==> src/sv/mme_pkg.sv <==
`timescale 1ns / 1ps
package mme_pkg;

  // Input beat layout (tdata), lowest bit first
  localparam int unsigned MSG_TYPE_LSB  = 0;
  localparam int unsigned CHANNEL_LSB   = 8;
  localparam int unsigned FIRST_LSB     = 12;
  localparam int unsigned SECOND_LSB    = 20;
  localparam int unsigned WIDE_LSB      = 28;
  localparam int unsigned SYSEX_LEN_LSB = 42;
  localparam int unsigned PAYLOAD_LSB   = 58;
  localparam int unsigned SYSEX_LEN_W   = 16;
  localparam int unsigned WIDE_W        = 14;
  localparam int unsigned IN_TDATA_W    = 72;
  localparam int unsigned CFG_DATA_W    = 16;
  localparam int unsigned QUEUE_DEPTH   = 2;

  // Status codes
  localparam logic [7:0] ST_NOTE_OFF     = 8'h80;
  localparam logic [7:0] ST_NOTE_ON      = 8'h90;
  localparam logic [7:0] ST_KEY_PRESS    = 8'hA0;
  localparam logic [7:0] ST_CTRL_CHANGE  = 8'hB0;
  localparam logic [7:0] ST_PROG_CHANGE  = 8'hC0;
  localparam logic [7:0] ST_CHAN_PRESS   = 8'hD0;
  localparam logic [7:0] ST_PITCH_BEND   = 8'hE0;
  localparam logic [7:0] ST_SYSEX        = 8'hF0;
  localparam logic [7:0] ST_TIME_CODE    = 8'hF1;
  localparam logic [7:0] ST_SONG_POS     = 8'hF2;
  localparam logic [7:0] ST_SONG_SEL     = 8'hF3;
  localparam logic [7:0] ST_TUNE_REQ     = 8'hF6;
  localparam logic [7:0] ST_SYSEX_END    = 8'hF7;
  localparam logic [7:0] ST_CLOCK        = 8'hF8;
  localparam logic [7:0] ST_START        = 8'hFA;
  localparam logic [7:0] ST_CONTINUE     = 8'hFB;
  localparam logic [7:0] ST_STOP         = 8'hFC;
  localparam logic [7:0] ST_ACTIVE_SENSE = 8'hFE;
  localparam logic [7:0] ST_SYS_RESET    = 8'hFF;
  localparam logic [7:0] ST_SYSTEM_BASE  = 8'hF0;

  // Configuration register indexes
  localparam logic CFG_UNLIMITED = 1'b0;
  localparam logic CFG_LIMIT     = 1'b1;

  typedef enum logic {
    OP_ENCODE  = 1'b0,
    OP_PAYLOAD = 1'b1
  } op_e;

  typedef enum logic [1:0] {
    OC_BYTE     = 2'd0,
    OC_NO_ROOM  = 2'd1,
    OC_UNKNOWN  = 2'd2,
    OC_SEQUENCE = 2'd3
  } outcome_e;

  // One classified message: up to three wire bytes, index of the last one
  typedef struct packed {
    logic [2:0][7:0] bytes;
    logic [1:0]      last_idx;
    outcome_e        outcome;
  } job_t;

endpackage

==> src/sv/mme_queue.sv <==
`timescale 1ns / 1ps
module mme_queue #(
  parameter int unsigned WIDTH = 8,
  parameter int unsigned DEPTH = 2
) (
  input  logic             clk_i,
  input  logic             rst_ni,
  input  logic             push_i,
  input  logic [WIDTH-1:0] push_data_i,
  output logic             full_o,
  input  logic             pop_i,
  output logic [WIDTH-1:0] head_o,
  output logic             empty_o
);

  localparam int unsigned PtrW = (DEPTH > 1) ? $clog2(DEPTH) : 1;
  localparam int unsigned CntW = $clog2(DEPTH + 1);

  logic [WIDTH-1:0] mem_q [DEPTH];
  logic [PtrW-1:0]  wr_ptr_q, wr_ptr_d;
  logic [PtrW-1:0]  rd_ptr_q, rd_ptr_d;
  logic [CntW-1:0]  count_q, count_d;
  logic             do_push, do_pop;

  assign full_o  = (count_q == CntW'(DEPTH));
  assign empty_o = (count_q == '0);
  assign head_o  = mem_q[rd_ptr_q];
  assign do_push = push_i && !full_o;
  assign do_pop  = pop_i && !empty_o;

  // Advance pointers with wrap at the queue depth
  always_comb begin
    wr_ptr_d = wr_ptr_q;
    rd_ptr_d = rd_ptr_q;
    count_d  = count_q;
    if (do_push) begin
      wr_ptr_d = (wr_ptr_q == PtrW'(DEPTH - 1)) ? '0 : wr_ptr_q + PtrW'(1);
    end
    if (do_pop) begin
      rd_ptr_d = (rd_ptr_q == PtrW'(DEPTH - 1)) ? '0 : rd_ptr_q + PtrW'(1);
    end
    if (do_push && !do_pop) begin
      count_d = count_q + CntW'(1);
    end else if (do_pop && !do_push) begin
      count_d = count_q - CntW'(1);
    end
  end

  always_ff @(posedge clk_i or negedge rst_ni) begin
    if (!rst_ni) begin
      wr_ptr_q <= '0;
      rd_ptr_q <= '0;
      count_q  <= '0;
    end else begin
      wr_ptr_q <= wr_ptr_d;
      rd_ptr_q <= rd_ptr_d;
      count_q  <= count_d;
    end
  end

  // Store entries
  always_ff @(posedge clk_i) begin
    if (do_push) begin
      mem_q[wr_ptr_q] <= push_data_i;
    end
  end

endmodule

==> src/sv/mme_front.sv <==
`timescale 1ns / 1ps
module mme_front #(
  parameter int unsigned CAPACITY_BITS     = 16,
  parameter int unsigned SYSEX_LENGTH_BITS = 16
) (
  input  logic                             clk_i,
  input  logic                             rst_ni,
  input  logic                             accept_i,
  input  mme_pkg::op_e                     op_i,
  input  logic [mme_pkg::IN_TDATA_W-1:0]   data_i,
  input  logic                             cfg_we_i,
  input  logic                             cfg_idx_i,
  input  logic [mme_pkg::CFG_DATA_W-1:0]   cfg_data_i,
  output mme_pkg::job_t                    job_o
);

  localparam int unsigned CmpW =
    ((CAPACITY_BITS > SYSEX_LENGTH_BITS) ? CAPACITY_BITS : SYSEX_LENGTH_BITS) + 2;

  logic [7:0]                     msg_type;
  logic [3:0]                     channel;
  logic [7:0]                     first_value;
  logic [7:0]                     second_value;
  logic [mme_pkg::WIDE_W-1:0]     wide_value;
  logic [mme_pkg::SYSEX_LEN_W-1:0] sysex_length;
  logic [7:0]                     payload_byte;

  logic [SYSEX_LENGTH_BITS+mme_pkg::SYSEX_LEN_W-1:0] slen_ext;
  logic [SYSEX_LENGTH_BITS-1:0]   slen;
  logic [CAPACITY_BITS+mme_pkg::CFG_DATA_W-1:0]      limit_ext;
  logic [CAPACITY_BITS-1:0]       limit_val;

  logic                           unlimited_q, unlimited_d;
  logic [CAPACITY_BITS-1:0]       cap_q, cap_d;
  logic                           in_sysex_q, in_sysex_d;
  logic [SYSEX_LENGTH_BITS-1:0]   sysex_rem_q, sysex_rem_d;

  logic [7:0]                     status;
  logic [7:0]                     v1, v2, wide_lo, wide_hi, pay;
  logic [SYSEX_LENGTH_BITS-1:0]   rem_next;
  logic [CmpW-1:0]                need;
  logic [CmpW-1:0]                diff;
  logic                           fits;

  // Split the beat into fields
  assign msg_type     = data_i[mme_pkg::MSG_TYPE_LSB +: 8];
  assign channel      = data_i[mme_pkg::CHANNEL_LSB +: 4];
  assign first_value  = data_i[mme_pkg::FIRST_LSB +: 8];
  assign second_value = data_i[mme_pkg::SECOND_LSB +: 8];
  assign wide_value   = data_i[mme_pkg::WIDE_LSB +: mme_pkg::WIDE_W];
  assign sysex_length = data_i[mme_pkg::SYSEX_LEN_LSB +: mme_pkg::SYSEX_LEN_W];
  assign payload_byte = data_i[mme_pkg::PAYLOAD_LSB +: 8];

  // Fit length and budget to the configured counter widths
  assign slen_ext  = {{SYSEX_LENGTH_BITS{1'b0}}, sysex_length};
  assign slen      = slen_ext[SYSEX_LENGTH_BITS-1:0];
  assign limit_ext = {{CAPACITY_BITS{1'b0}}, cfg_data_i};
  assign limit_val = limit_ext[CAPACITY_BITS-1:0];

  // Data bytes carry 7 bits
  assign status  = (msg_type >= mme_pkg::ST_SYSTEM_BASE) ? msg_type
                                                          : {msg_type[7:4], channel};
  assign v1      = {1'b0, first_value[6:0]};
  assign v2      = {1'b0, second_value[6:0]};
  assign wide_lo = {1'b0, wide_value[6:0]};
  assign wide_hi = {1'b0, wide_value[13:7]};
  assign pay     = {1'b0, payload_byte[6:0]};
  assign rem_next = sysex_rem_q - SYSEX_LENGTH_BITS'(1);

  // Byte count to charge against the budget
  always_comb begin
    need = CmpW'(1);
    case (msg_type)
      mme_pkg::ST_NOTE_OFF, mme_pkg::ST_NOTE_ON, mme_pkg::ST_KEY_PRESS,
      mme_pkg::ST_CTRL_CHANGE, mme_pkg::ST_PITCH_BEND, mme_pkg::ST_SONG_POS: begin
        need = CmpW'(3);
      end
      mme_pkg::ST_PROG_CHANGE, mme_pkg::ST_CHAN_PRESS, mme_pkg::ST_TIME_CODE,
      mme_pkg::ST_SONG_SEL: begin
        need = CmpW'(2);
      end
      mme_pkg::ST_SYSEX: begin
        need = CmpW'(slen) + CmpW'(2);
      end
      default: begin
        need = CmpW'(1);
      end
    endcase
  end

  assign diff = CmpW'(cap_q) - need;
  assign fits = unlimited_q || (CmpW'(cap_q) >= need);

  // Classify the item, build its job and update sequence and budget state
  always_comb begin
    unlimited_d       = unlimited_q;
    cap_d             = cap_q;
    in_sysex_d        = in_sysex_q;
    sysex_rem_d       = sysex_rem_q;
    job_o.bytes       = '0;
    job_o.last_idx    = 2'd0;
    job_o.outcome     = mme_pkg::OC_BYTE;

    if (op_i == mme_pkg::OP_PAYLOAD) begin
      if (!in_sysex_q) begin
        job_o.outcome = mme_pkg::OC_SEQUENCE;
      end else begin
        job_o.bytes[0] = pay;
        if (accept_i) begin
          sysex_rem_d = rem_next;
        end
        if (rem_next == '0) begin
          job_o.bytes[1] = mme_pkg::ST_SYSEX_END;
          job_o.last_idx = 2'd1;
          if (accept_i) begin
            in_sysex_d = 1'b0;
          end
        end
      end
    end else if (in_sysex_q) begin
      job_o.outcome = mme_pkg::OC_SEQUENCE;
    end else begin
      job_o.bytes[0] = status;
      case (msg_type)
        mme_pkg::ST_NOTE_OFF, mme_pkg::ST_NOTE_ON, mme_pkg::ST_KEY_PRESS,
        mme_pkg::ST_CTRL_CHANGE: begin
          job_o.bytes[1] = v1;
          job_o.bytes[2] = v2;
          job_o.last_idx = 2'd2;
        end
        mme_pkg::ST_PROG_CHANGE, mme_pkg::ST_CHAN_PRESS, mme_pkg::ST_TIME_CODE,
        mme_pkg::ST_SONG_SEL: begin
          job_o.bytes[1] = v1;
          job_o.last_idx = 2'd1;
        end
        mme_pkg::ST_PITCH_BEND, mme_pkg::ST_SONG_POS: begin
          job_o.bytes[1] = wide_lo;
          job_o.bytes[2] = wide_hi;
          job_o.last_idx = 2'd2;
        end
        mme_pkg::ST_TUNE_REQ, mme_pkg::ST_CLOCK, mme_pkg::ST_START,
        mme_pkg::ST_CONTINUE, mme_pkg::ST_STOP, mme_pkg::ST_ACTIVE_SENSE,
        mme_pkg::ST_SYS_RESET: begin
          job_o.last_idx = 2'd0;
        end
        mme_pkg::ST_SYSEX: begin
          if (slen == '0) begin
            job_o.bytes[1] = mme_pkg::ST_SYSEX_END;
            job_o.last_idx = 2'd1;
          end else if (accept_i && fits) begin
            in_sysex_d  = 1'b1;
            sysex_rem_d = slen;
          end
        end
        default: begin
          job_o.bytes   = '0;
          job_o.outcome = mme_pkg::OC_UNKNOWN;
        end
      endcase

      // Reject a message that does not fit, charge one that does
      if (job_o.outcome == mme_pkg::OC_BYTE) begin
        if (!fits) begin
          job_o.bytes    = '0;
          job_o.last_idx = 2'd0;
          job_o.outcome  = mme_pkg::OC_NO_ROOM;
        end else if (accept_i && !unlimited_q) begin
          cap_d = diff[CAPACITY_BITS-1:0];
        end
      end
    end

    // Register writes set the unlimited flag or reload the budget
    if (cfg_we_i) begin
      case (cfg_idx_i)
        mme_pkg::CFG_UNLIMITED: unlimited_d = cfg_data_i[0];
        mme_pkg::CFG_LIMIT:     cap_d       = limit_val;
        default:                unlimited_d = unlimited_q;
      endcase
    end
  end

  always_ff @(posedge clk_i or negedge rst_ni) begin
    if (!rst_ni) begin
      unlimited_q <= 1'b1;
      cap_q       <= '0;
      in_sysex_q  <= 1'b0;
      sysex_rem_q <= '0;
    end else begin
      unlimited_q <= unlimited_d;
      cap_q       <= cap_d;
      in_sysex_q  <= in_sysex_d;
      sysex_rem_q <= sysex_rem_d;
    end
  end

endmodule

==> src/sv/mme_back.sv <==
`timescale 1ns / 1ps
module mme_back (
  input  logic               clk_i,
  input  logic               rst_ni,
  input  mme_pkg::job_t      head_i,
  input  logic               empty_i,
  output logic               pop_o,
  output logic               m_axis_tvalid,
  input  logic               m_axis_tready,
  output logic [7:0]         m_axis_tdata,
  output logic               m_axis_tlast,
  output logic [1:0]         m_axis_tuser
);

  logic       valid_q, valid_d;
  logic [7:0] data_q;
  logic       last_q;
  logic [1:0] user_q;
  logic [1:0] idx_q, idx_d;
  logic       load;
  logic       is_last;
  logic [7:0] sel_byte;

  assign load    = !empty_i && (!valid_q || m_axis_tready);
  assign is_last = (idx_q == head_i.last_idx);
  assign pop_o   = load && is_last;

  // Pick the byte of the head job at the current index
  always_comb begin
    case (idx_q)
      2'd0:    sel_byte = head_i.bytes[0];
      2'd1:    sel_byte = head_i.bytes[1];
      2'd2:    sel_byte = head_i.bytes[2];
      default: sel_byte = '0;
    endcase
  end

  // Step through the job, drop the valid flag when the beat is taken
  always_comb begin
    valid_d = valid_q;
    idx_d   = idx_q;
    if (load) begin
      valid_d = 1'b1;
      idx_d   = is_last ? 2'd0 : idx_q + 2'd1;
    end else if (m_axis_tready) begin
      valid_d = 1'b0;
    end
  end

  always_ff @(posedge clk_i or negedge rst_ni) begin
    if (!rst_ni) begin
      valid_q <= 1'b0;
      idx_q   <= 2'd0;
    end else begin
      valid_q <= valid_d;
      idx_q   <= idx_d;
    end
  end

  // Hold the output beat until taken
  always_ff @(posedge clk_i) begin
    if (load) begin
      data_q <= sel_byte;
      last_q <= is_last;
      user_q <= head_i.outcome;
    end
  end

  assign m_axis_tvalid = valid_q;
  assign m_axis_tdata  = data_q;
  assign m_axis_tlast  = last_q;
  assign m_axis_tuser  = user_q;

endmodule

==> src/sv/midi_message_encoder.sv <==
`timescale 1ns / 1ps
// Channel    Dir  Beat contents
// s_axis     in   tuser: operation; tdata: msg_type, channel, first_value,
//                 second_value, wide_value, sysex_length, payload_byte
// m_axis     out  tdata: out_byte; tlast: end_of_run; tuser: outcome
// cfg        in   cfg_we_i, cfg_idx_i (0 capacity_unlimited, 1 capacity_limit)
//
// The front takes one input beat per cycle while the job queue has room and
// classifies it in that cycle; the back emits one byte per cycle while
// m_axis_tready allows it, so a message leaves as 1 to 3 output bytes.
// Reset (async, active low) clears the queue, sequence state and budget.
// An output stall fills the two-entry queue, then the input stalls.
module midi_message_encoder #(
  parameter int unsigned CAPACITY_BITS     = 16,
  parameter int unsigned SYSEX_LENGTH_BITS = 16
) (
  input  logic                             clk_i,
  input  logic                             rst_ni,
  input  logic                             s_axis_tvalid,
  output logic                             s_axis_tready,
  // lowest bit up: msg_type[7:0], channel[11:8], first_value[19:12],
  // second_value[27:20], wide_value[41:28], sysex_length[57:42],
  // payload_byte[65:58], zero fill
  input  logic [mme_pkg::IN_TDATA_W-1:0]   s_axis_tdata,
  // operation
  input  logic                             s_axis_tuser,
  output logic                             m_axis_tvalid,
  input  logic                             m_axis_tready,
  // out_byte
  output logic [7:0]                       m_axis_tdata,
  output logic                             m_axis_tlast,
  // outcome
  output logic [1:0]                       m_axis_tuser,
  input  logic                             cfg_we_i,
  input  logic                             cfg_idx_i,
  input  logic [mme_pkg::CFG_DATA_W-1:0]   cfg_data_i
);

  mme_pkg::job_t job;
  mme_pkg::job_t head;
  logic          full, empty, pop, accept;

  assign s_axis_tready = !full;
  assign accept        = s_axis_tvalid && !full;

  mme_front #(
    .CAPACITY_BITS     (CAPACITY_BITS),
    .SYSEX_LENGTH_BITS (SYSEX_LENGTH_BITS)
  ) u_front (
    .clk_i      (clk_i),
    .rst_ni     (rst_ni),
    .accept_i   (accept),
    .op_i       (mme_pkg::op_e'(s_axis_tuser)),
    .data_i     (s_axis_tdata),
    .cfg_we_i   (cfg_we_i),
    .cfg_idx_i  (cfg_idx_i),
    .cfg_data_i (cfg_data_i),
    .job_o      (job)
  );

  mme_queue #(
    .WIDTH ($bits(mme_pkg::job_t)),
    .DEPTH (mme_pkg::QUEUE_DEPTH)
  ) u_queue (
    .clk_i       (clk_i),
    .rst_ni      (rst_ni),
    .push_i      (accept),
    .push_data_i (job),
    .full_o      (full),
    .pop_i       (pop),
    .head_o      (head),
    .empty_o     (empty)
  );

  mme_back u_back (
    .clk_i         (clk_i),
    .rst_ni        (rst_ni),
    .head_i        (head),
    .empty_i       (empty),
    .pop_o         (pop),
    .m_axis_tvalid (m_axis_tvalid),
    .m_axis_tready (m_axis_tready),
    .m_axis_tdata  (m_axis_tdata),
    .m_axis_tlast  (m_axis_tlast),
    .m_axis_tuser  (m_axis_tuser)
  );

endmodule

==> config.mk <==
export PLATFORM = sky130hd
export DESIGN_NAME = midi_message_encoder
export DESIGN_NICKNAME = d
export VERILOG_FILES = /design/src/sv/mme_pkg.sv /design/src/sv/mme_queue.sv /design/src/sv/mme_front.sv /design/src/sv/mme_back.sv /design/src/sv/midi_message_encoder.sv
export SDC_FILE = /design/constraint.sdc
export NUM_CORES = 1
export LEC_CHECK = 0
export CELL_PAD_IN_SITES_DETAIL_PLACEMENT = 1
export CELL_PAD_IN_SITES_GLOBAL_PLACEMENT = 1
export CORE_MARGIN = 2
export CORE_UTILIZATION = 45
export DETAILED_ROUTE_END_ITERATION = 8
export DONT_BUFFER_PORTS = 1
export PLACE_DENSITY = 0.82
export SLEW_MARGIN = 20
export SYNTH_ARGS = -nofsm -noshare
export SYNTH_HDL_FRONTEND = slang
export SYNTH_SLANG_ARGS = --single-unit
==> constraint.sdc <==
create_clock -name clk_i -period 3.05 [get_ports clk_i]
set_input_delay 0.4575 -clock clk_i [delete_from_list [all_inputs] [get_ports clk_i]]
set_output_delay 0.4575 -clock clk_i [all_outputs]
set_load 0.05 [all_outputs]
* Word-level counts from Yosys, hierarchy flattened
Memories as Yosys holds them, arrays and structs flattened. Cells that the tools add are included. W data, S select, Z words.
Storage, ports and cells: bits in registers 52, bits in writable memories 56, output and inout port bits 13, memories kept 1
Cells by class: add/sub/neg operators 8, $lt $le $gt $ge 2, equality and inequality tests 26, mux-type cells 53, bitwise logic cells 1, reduce and logical (&&, ||, !) cells 34
Memories:
- u_queue.mem_q | depth 2, width 28, read ports 1, clocked after Yosys merged registers in 0, wr ports 1, line mme_queue.sv:19 | logic [WIDTH-1:0] mem_q [DEPTH];
Operator list (count):
- $mux W16 | 14
- $eq A8 B8 Y1 const B | 18
- $pmux W17 S3 | 1
- $pmux W8 S3 | 2
- $logic_not A16 Y1 | 2
- $mux W8 | 4
- $mux W28 | 1
- $mux W27 | 1
- $mux W26 | 1
- $mux W20 | 1
- $mux W18 | 1
- $reduce_or A18 Y1 | 1
- $add A16 B2 Y17 const B | 1
- $ge A16 B17 Y1 | 1
- $mux W1 | 16
- $mux W2 | 8
- $sub A16 B1 Y16 const B | 1
- $sub A16 B16 Y16 | 1
- $pmux W7 S2 | 1
- $logic_and A1 B1 Y1 | 9
- $ge A8 B8 Y1 const B | 1
- $reduce_bool A2 Y1 | 4
- $reduce_or A4 Y1 | 2
- $reduce_or A8 Y1 | 1
- other kinds (18) | 31

* Logic depth before layout (Yosys ltp)
Gate-level depths: netlist of run 1.
word-level depth 11, depth in mapped cells 16

* By module
Synthesis of run 1 repeated with hierarchy kept, for this count alone.
Unflattened totals: cell total of the unflattened synthesis 636, area total of the unflattened synthesis 6651.4 um^2
By module, submodules not included:
- mme_front | instances 1, cells each 476, area an instance 3702.3 um^2, seq. area each 852.1 um^2
- mme_queue | instances 1, cells each 106, area an instance 2264.7 um^2, seq. area each 1781.7 um^2
- mme_back | instances 1, cells each 52, area an instance 674.4 um^2, seq. area each 405.4 um^2
- midi_message_encoder | instances 1, cells each 2, area an instance 10.0 um^2, seq. area each 0.0 um^2

* Worst setup path after synthesis of run 1
OpenSTA, ideal clock, no wires.
path kind in2reg, from input port s_axis_tdata[3] (netlist name), to memory u_queue.mem_q[0][18] (netlist name), data pin, arrival 3716 ps, required time 2773 ps, path slack -944 ps, stages on the path 13, path through or4_4 nor2_1 clkbuf_1 nand2_1 ha_1 a2111oi_0 o41ai_1 a211o_1 o32ai_4 nand2_1 nand2_1 clkbuf_1 o21ai_0
RTL lines:
- start: declaration | line midi_message_encoder.sv:24 | input logic [mme_pkg::IN_TDATA_W-1:0] s_axis_tdata,
- end: declaration | line mme_queue.sv:19

* Worst setup path after layout of run 1
from input port s_axis_tdata[3] (netlist name), to register u_front.cap_q[7]
On the way: word-level cells in the longest chain between the ends 11, elaborated cells on any way between the ends 36
RTL lines:
- $eq A8 B8 Y1 (on tied branches) | line mme_front.sv:73, mme_front.sv:124
- $reduce_or A6 Y1 (no source line), or another cell as far along
- $pmux W17 S3 / $mux W2 (equally long branches) | line mme_front.sv:73, mme_front.sv:124
- $sub A16 B16 Y16, or another cell as far along | line mme_front.sv:91 | assign diff = CmpW'(cap_q) - need;
- $mux W16, or another cell as far along | line mme_front.sv:167 | end else if (accept_i && !unlimited_q) begin
- $mux W16 / $logic_not A2 Y1 (equally long branches) | line mme_front.sv:163, mme_front.sv:162
- $mux W16 * | line mme_front.sv:162 | if (job_o.outcome == mme_pkg::OC_BYTE) begin
- $mux W16 * | line mme_front.sv:120 | end else if (in_sysex_q) begin
- $mux W16 * | line mme_front.sv:104 | if (op_i == mme_pkg::OP_PAYLOAD) begin
- $mux W16 | line mme_front.sv:175 | case (cfg_idx_i)
- $mux W16 * | line mme_front.sv:174 | if (cfg_we_i) begin
- named net u_front.cap_d[7] | line mme_front.sv:34 | logic [CAPACITY_BITS-1:0] cap_q, cap_d;
- end signal: assignment | line mme_front.sv:191 | cap_q <= cap_d;
- end: declaration | line mme_front.sv:34
Mark *: on every way through the listed nets, which the timed path passes. The rest lies on a longest branch. The select of a mux whose other input is x is not followed. A chain may end at the register's enable or synchronous reset.

==> run metrics, run 1 <==
status=finished, violations left; failing checks=negative setup slack; CP endpoint kind=flip-flop; DRC viols=0; Worst Path Arrival=~3.6 ns; WL/cell=approximately 24 um; CTS tree=yes; Cells after Synth=621; Startpoint Class=primary input; Post-Syn Nets=approximately 740; register area share after synthesis=47.2%; Post-Route Setup TNS=-17.28 ns; Filler cells=about 1500; VDD IR-drop max=roughly 250 uV; Top Ports=~110; EDFF count, synth=65; Layout Cells excl Fill=roughly 880; post-layout min period=around 3.3 ns; gpl congestion=approximately 0.85; total grt overflow=0; antenna violations before repair=0; final setup skew=around 0.01 ns; # Max-Cap Violations=0; CTS buffer count=9; final antenna-violating net count=0; Worst-Skew Late Latency=around 0.36 ns; worst-margin pin slew=a little under 0.9 ns; starting density of the core=a little under half; fmax=roughly 300 MHz; Root Driver=clkbuf_16; Slew Viols, Final=0; vias in the first global route=5927; Worst Path Required=about 3.3 ns; Most used DFF post-synth=edfxtp_1; RSZ-0062 raised after global routing=yes; clock sinks=approximately 110; Std-Cell Rows=43; total track usage=between 20% and 30%; Lkg Pwr=between 3 and 4 nW; Slew headroom=about two fifths; post-layout util=a little under three fifths; Vias/cell=approximately 6.3; final hold violations=0; Inserted Diodes=0; Tcrit/Tclk final=109%; Yosys reg bits=106; clk slew on worst S/H paths=about 0.080 ns; hold_ws=about 0.17 ns; iteration count of the initial detailed-routing pass=5; Tot Pwr=around 5.7 mW; slack of the critical path=-0.275 ns; Layout area overhead=24.4%; CTS max path bufs=2; DRT Wirelength=21300 um; Pwr Density=a little over 700 nW/um^2; final setup fails=84; Async SR Flop Fraction=approximately two fifths; Core Region=13800 sq um; largest fanout on the critical path=19; critical path class=primary input to flip-flop; min-delay worst type=primary input to flip-flop; Post-Place Cells=~850; YS warnings=0; Vias=about 5500; Post-Synthesis Mean Instance Area=10.2 sq um; Cell variety after synth=63; pin count of the biggest net entering global routing=42; Detailed Place HPWL=15100 um; PortBufs=0; layout cells sized above 1=25.2%; H-tree levels=3; Layout Nets=between 800 and 900; first-pass GRT wire length=roughly 32000 um; Die Width=122 um; DR iter-0 viols=roughly 480; die height=roughly 120 um; cell area after synthesis=approximately 6300 sq um; die area=between 10000 and 15000 sq um
## where the power goes
group	switching [mW]	total, mW	internal [mW]	leakage [nW]
Clock	0.569	1.30	0.733	0.156
Combinational	1.08	1.93	0.846	1.78
Sequential	0.494	2.45	1.95	1.13
Total	2.14	5.68	3.53	3.06
## metrics by stage
step / area [sq um] / setup WS [ns]
after global routing: 7850 / -0.402
after detailed placement: 7230 / -0.745
final: 7850 / -0.275
after CTS: 7620 / -0.303
after global placement: 7230 / -0.627
after floorplan: 6520 / -0.534
## logic make-up (layout without fill, tap and decap cells)
family | count (synthesis) | count (layout) | synth area share [%]
AOI/OAI and AO/OA | 163 | 163 | 18.2
xor gates and xnor gates | 36 | 36 | 5.00
adders and majority gates | 25 | 25 | 5.08
buffers and inverters | 39 | 112 | 2.64
DFF | 106 | 106 | 47.2
muxes | 24 | 24 | 3.93
and+or+nand+nor | 228 | 229 | 17.9
## flip-flops by register name (all words and copies together), names as in the netlist
signal                flops
u_back.idx_q              2
u_front.cap_q            16
u_front.unlimited_q       1
u_front.sysex_rem_q      16
u_queue.count_q           2
u_back.m_axis_tvalid      1
u_queue.wr_ptr_q          1
u_queue.rd_ptr_q          1
u_front.in_sysex_q        1
u_back.m_axis_tdata       8
u_back.m_axis_tlast       1
u_queue.mem_q            54
u_back.m_axis_tuser       2
## worst paths after layout
path / from / to / slack, ns / cells after the start
max in group asynchronous: rst_ni / u_front.unlimited_q / 2.10 / 2
min: s_axis_tuser / u_front.sysex_rem_q[3] / 0.17 / 1
max: s_axis_tdata[3] / u_front.cap_q[7] / -0.27 / 13
max reg2reg: u_front.sysex_rem_q[1] / u_queue.mem_q[1][14] / -0.08 / 10
min reg2reg: u_queue.wr_ptr_q / u_queue.wr_ptr_q / 0.55 / 1
min in group asynchronous: rst_ni / u_back.idx_q[0] / 0.65 / 2
## cells in the mapped netlist (15+ instances only)
cell / n / share of area, %
nand2_1: 69 / 4.1
edfxtp_1: 65 / 31
nor2_1: 50 / 3.0
dfrtp_1: 40 / 16
o21ai_0: 36 / 2.9
a21oi_1: 30 / 2.4
ha_1: 24 / 4.8
xnor2_1: 21 / 2.9
clkbuf_1: 20 / 1.2
nand3_1: 19 / 1.5
mux2i_1: 18 / 2.9
nor3_1: 17 / 1.3
xor2_1: 15 / 2.1
## final cells by class
cell class	count	area, sq um	area share [%]
repair buffers	84	743	9.47
inverters	12	45.0	0.574
clock inverters	6	96.3	1.23
flip-flops and latches	106	2980	38.0
well taps	180	225	2.87
clock buffers	10	229	2.92
multi-input cells	477	3530	45.0
## metal layers
layer	track usage (%)	wire (um)
met5	0	0
met4	9.77	586
met3	5.30	1170
met2	52.1	11300
met1	33.0	8240
## worst max-delay path, cell delays in order
cell and delay [ns]:
or4_4 0.56, or2_4 0.28, nor2_4 0.11, a211oi_4 0.06
ha_1 0.30, nand4_1 0.10, o41ai_2 0.36, a211o_1 0.19
o32ai_4 0.11, or4b_4 0.51, buf_12 0.18, nand2b_4 0.16
o211ai_1 0.19
## repair_timing
action	in CTS	in global routing
hold buffers	2	0
endpoints found under the hold margin	41	0
setup buffers	0	3
resized for setup	15	48
endpoints found under the setup margin	82	85
gates cloned	0	2
pin swaps	1	11
## placed cells by master, fill, tap and decap left out, types with 6 or more instances in the layout
cell and instances:
o21ai_1 16, a21oi_1 28, nand2b_1 8, inv_1 11, buf_4 71, nor4_1 6, nor3_1 16, ha_4 10
mux2i_1 18, mux2_2 6, dfrtp_1 40, edfxtp_1 65, a21o_1 6, or2_2 7, nand2_1 63, a222oi_1 12
buf_6 6, clkbuf_16 10, xor2_1 14, nor2b_1 10, a221oi_1 8, ha_1 13, o22ai_1 8, nand3_1 19
a211oi_1 7, o21ai_0 15, o211ai_1 6, xnor2_1 21, nor2_1 45, a22oi_1 10, nand4_1 7
Note: power is estimated with default switching activity, not from simulation.
==> run 2: changes to the inputs <==
--- a/config.mk
+++ b/config.mk
@@ -7,11 +7,11 @@
 export LEC_CHECK = 0
 export CELL_PAD_IN_SITES_DETAIL_PLACEMENT = 1
 export CELL_PAD_IN_SITES_GLOBAL_PLACEMENT = 1
-export CORE_MARGIN = 2
+export CORE_ASPECT_RATIO = 1.2
 export CORE_UTILIZATION = 45
 export DETAILED_ROUTE_END_ITERATION = 8
 export DONT_BUFFER_PORTS = 1
-export PLACE_DENSITY = 0.82
+export PLACE_DENSITY = 0.84
 export SLEW_MARGIN = 20
 export SYNTH_ARGS = -nofsm -noshare
 export SYNTH_HDL_FRONTEND = slang
==> constraint.sdc (replaced) <==
create_clock -name clk_i -period 2.8 [get_ports clk_i]
set_input_delay 0.42 -clock clk_i [delete_from_list [all_inputs] [get_ports clk_i]]
set_output_delay 0.42 -clock clk_i [all_outputs]
set_load 0.05 [all_outputs]
==> run 2 against run 1 <==
  * The flow still finishes with violations (negative setup slack)
  * Global-route usage is 2.1 points higher
  * Critical path type unchanged
  * Largest power group unchanged
  * Worst setup slack worse by 0.31 ns
  * Clock power down 5%
  * Sequential share of layout area is 0.90 points lower
  * Clock skew about the same
==> run metrics, run 2 (synthesized netlist as in run 1, its figures left out) <==
status=finished, violations left; failing checks=negative setup slack; CTS buffer count=9 (unchanged); pin count of the biggest net entering global routing=42 (unchanged); Root Driver=clkbuf_16; Filler cells=1479 (-2.5%); total grt overflow=0 (unchanged); final setup skew=0.00957 ns (-0.000332 ns); first-pass GRT wire length=33000 um (+2.5%); largest register by flop count=u_queue.mem_q; Layout area overhead=27.4%; H-tree levels=3 (unchanged); antenna violations before repair=0 (unchanged); iteration count of the initial detailed-routing pass=5 (unchanged); die area=14500 sq um (-3.2%); layout cells sized above 1=28.1% (+2.9 points); Pwr Density=752 nW/um^2 (+4.0%); slack of the critical path=-0.582 ns (-0.308 ns); Vias/cell=6.34 (+0.68%); CP endpoint kind=flip-flop; design area=8040 sq um (+2.4%); Inserted Diodes=0 (unchanged); starting density of the core=45.9% (about the same); worst-margin pin slew=0.855 ns (-0.0175 ns); most frequent cells in the layout=82 x buf_4, 65 x edfxtp_1, 64 x nand2_1; leading registers by flop count=u_queue.mem_q (54), u_front.cap_q (16), u_front.sysex_rem_q (16); Worst-Skew Late Latency=0.36 ns (about the same); VDD IR-drop max=434 uV (+77%); gpl congestion=0.980 (+15%); Lkg Pwr=3.18 nW (+3.8%); Slew Viols, Final=0 (unchanged); DRC viols=0 (unchanged); Worst Path Arrival=3.56 ns (-0.04 ns); critical path class=primary input to flip-flop; Vias=5581 (+1.3%); Die Width=110 um (-10%); post-layout min period=3.38 ns; vias in the first global route=6145 (+3.7%); Layout Nets=824 (+1.7%); WL/cell=24.3 um (-0.29%); Std-Cell Rows=47 (+9.3%); die height=132 um (+7.6%); DRT Wirelength=21400 um (+0.28%); DR iter-0 viols=373 (-22%); final hold violations=0 (unchanged); Top Ports=108 (unchanged); Tot Pwr=6.05 mW (+6.5%); commonest non-fill, non-tap cell in the layout=buf_4; Slew headroom=43.0% (+1.2 points); fmax=approximately 300 MHz; CTS tree=yes; # Max-Cap Violations=0 (unchanged); RSZ-0062 raised after global routing=yes; Startpoint Class=primary input; CTS max path bufs=2 (unchanged); total track usage=30.5% (+2.1 points); largest fanout on the critical path=7 (-12); pre-CTS WS=-0.963 ns (-0.217 ns); clock sinks=106 (unchanged); final setup fails=85 (+1.2%); dpl cell area=7310 sq um (+1.2%); Detailed Place HPWL=15600 um (+3.3%); max reg flops=54 (unchanged); Tcrit/Tclk final=121%; final antenna-violating net count=0 (unchanged); clk slew on worst S/H paths=0.08 ns (about the same); Worst Path Required=2.98 ns (-0.34 ns); min-delay worst type=primary input to flip-flop; PortBufs=0 (unchanged); Core Region=13800 sq um (about the same)
[run 2: cell type report]
| type | count | area (sq um) | area share [%] |
|---|---|---|---|
| clock buffers | 10 | 229 | 2.85 |
| clock inverters | 6 | 48.8 | 0.607 |
| inverters | 12 | 45.0 | 0.560 |
| multi-input cells | 476 | 3610 | 44.8 |
| flip-flops and latches | 106 | 2980 | 37.0 |
| well taps | 171 | 214 | 2.66 |
| repair buffers | 99 | 920 | 11.4 |
[run 2: through the flow]
step | setup TNS, ns | util [%] | instances | hold WS, ns
after global placement | -57.85 | 53.1 | 854 | 0.128
after CTS | -25.37 | 57.7 | 877 | 0.130
after global routing | -42.19 | 58.4 | 880 | 0.136
after detailed placement | -67.35 | 53.1 | 854 | 0.129
after floorplan | -43.43 | - | 621 | 0.124
final | -34.83 | 58.4 | 880 | 0.145
[run 2: final timing paths]
path                                        startpoint                endpoint  slack (ns)  depth (start not counted)
worst max register to register  u_front.sysex_rem_q[0]    u_queue.mem_q[0][17]       -0.24                         10
min in group asynchronous                       rst_ni        u_front.cap_q[4]        0.58                          2
max in group asynchronous                       rst_ni     u_front.unlimited_q        1.96                          2
worst max-delay path                   s_axis_tdata[3]        u_front.cap_q[1]       -0.58                         13
worst min register to register      u_queue.count_q[1]      u_queue.count_q[1]        0.52                          1
worst min-delay path                      s_axis_tuser  u_front.sysex_rem_q[4]        0.15                          1
[run 2: routing by layer]
layer	track usage, %	wire [um]
met4	14.2	947
met1	32.6	7550
met3	6.30	1290
met2	55.9	11600
met5	0	0
[run 2: power breakdown]
group / switching (mW) / leakage, nW / internal [mW]
logic: 1.19 / 1.92 / 0.974
registers: 0.516 / 1.13 / 2.13
clock network: 0.622 / 0.131 / 0.616
total: 2.33 / 3.18 / 3.72
[run 2: critical path, stage by stage]
cell and delay, ns:
or4_4 0.56, or2_4 0.28, nor2_2 0.10, nor2_1 0.07
ha_1 0.31, nand4_1 0.12, o41ai_2 0.35, a211o_1 0.18
o32ai_4 0.10, or4b_4 0.53, buf_8 0.16, mux2i_1 0.23
o21ai_1 0.15
[run 2: what timing repair did]
item / 4_1_cts / 5_1_grt
endpoints found under the hold margin: 41 / 0
gates cloned: 2 / 0
endpoints found under the setup margin: 85 / 85
hold buffers: 2 / 0
pin swaps: 6 / 8
buffers inserted: 3 / 3
gates resized for setup: 58 / 14
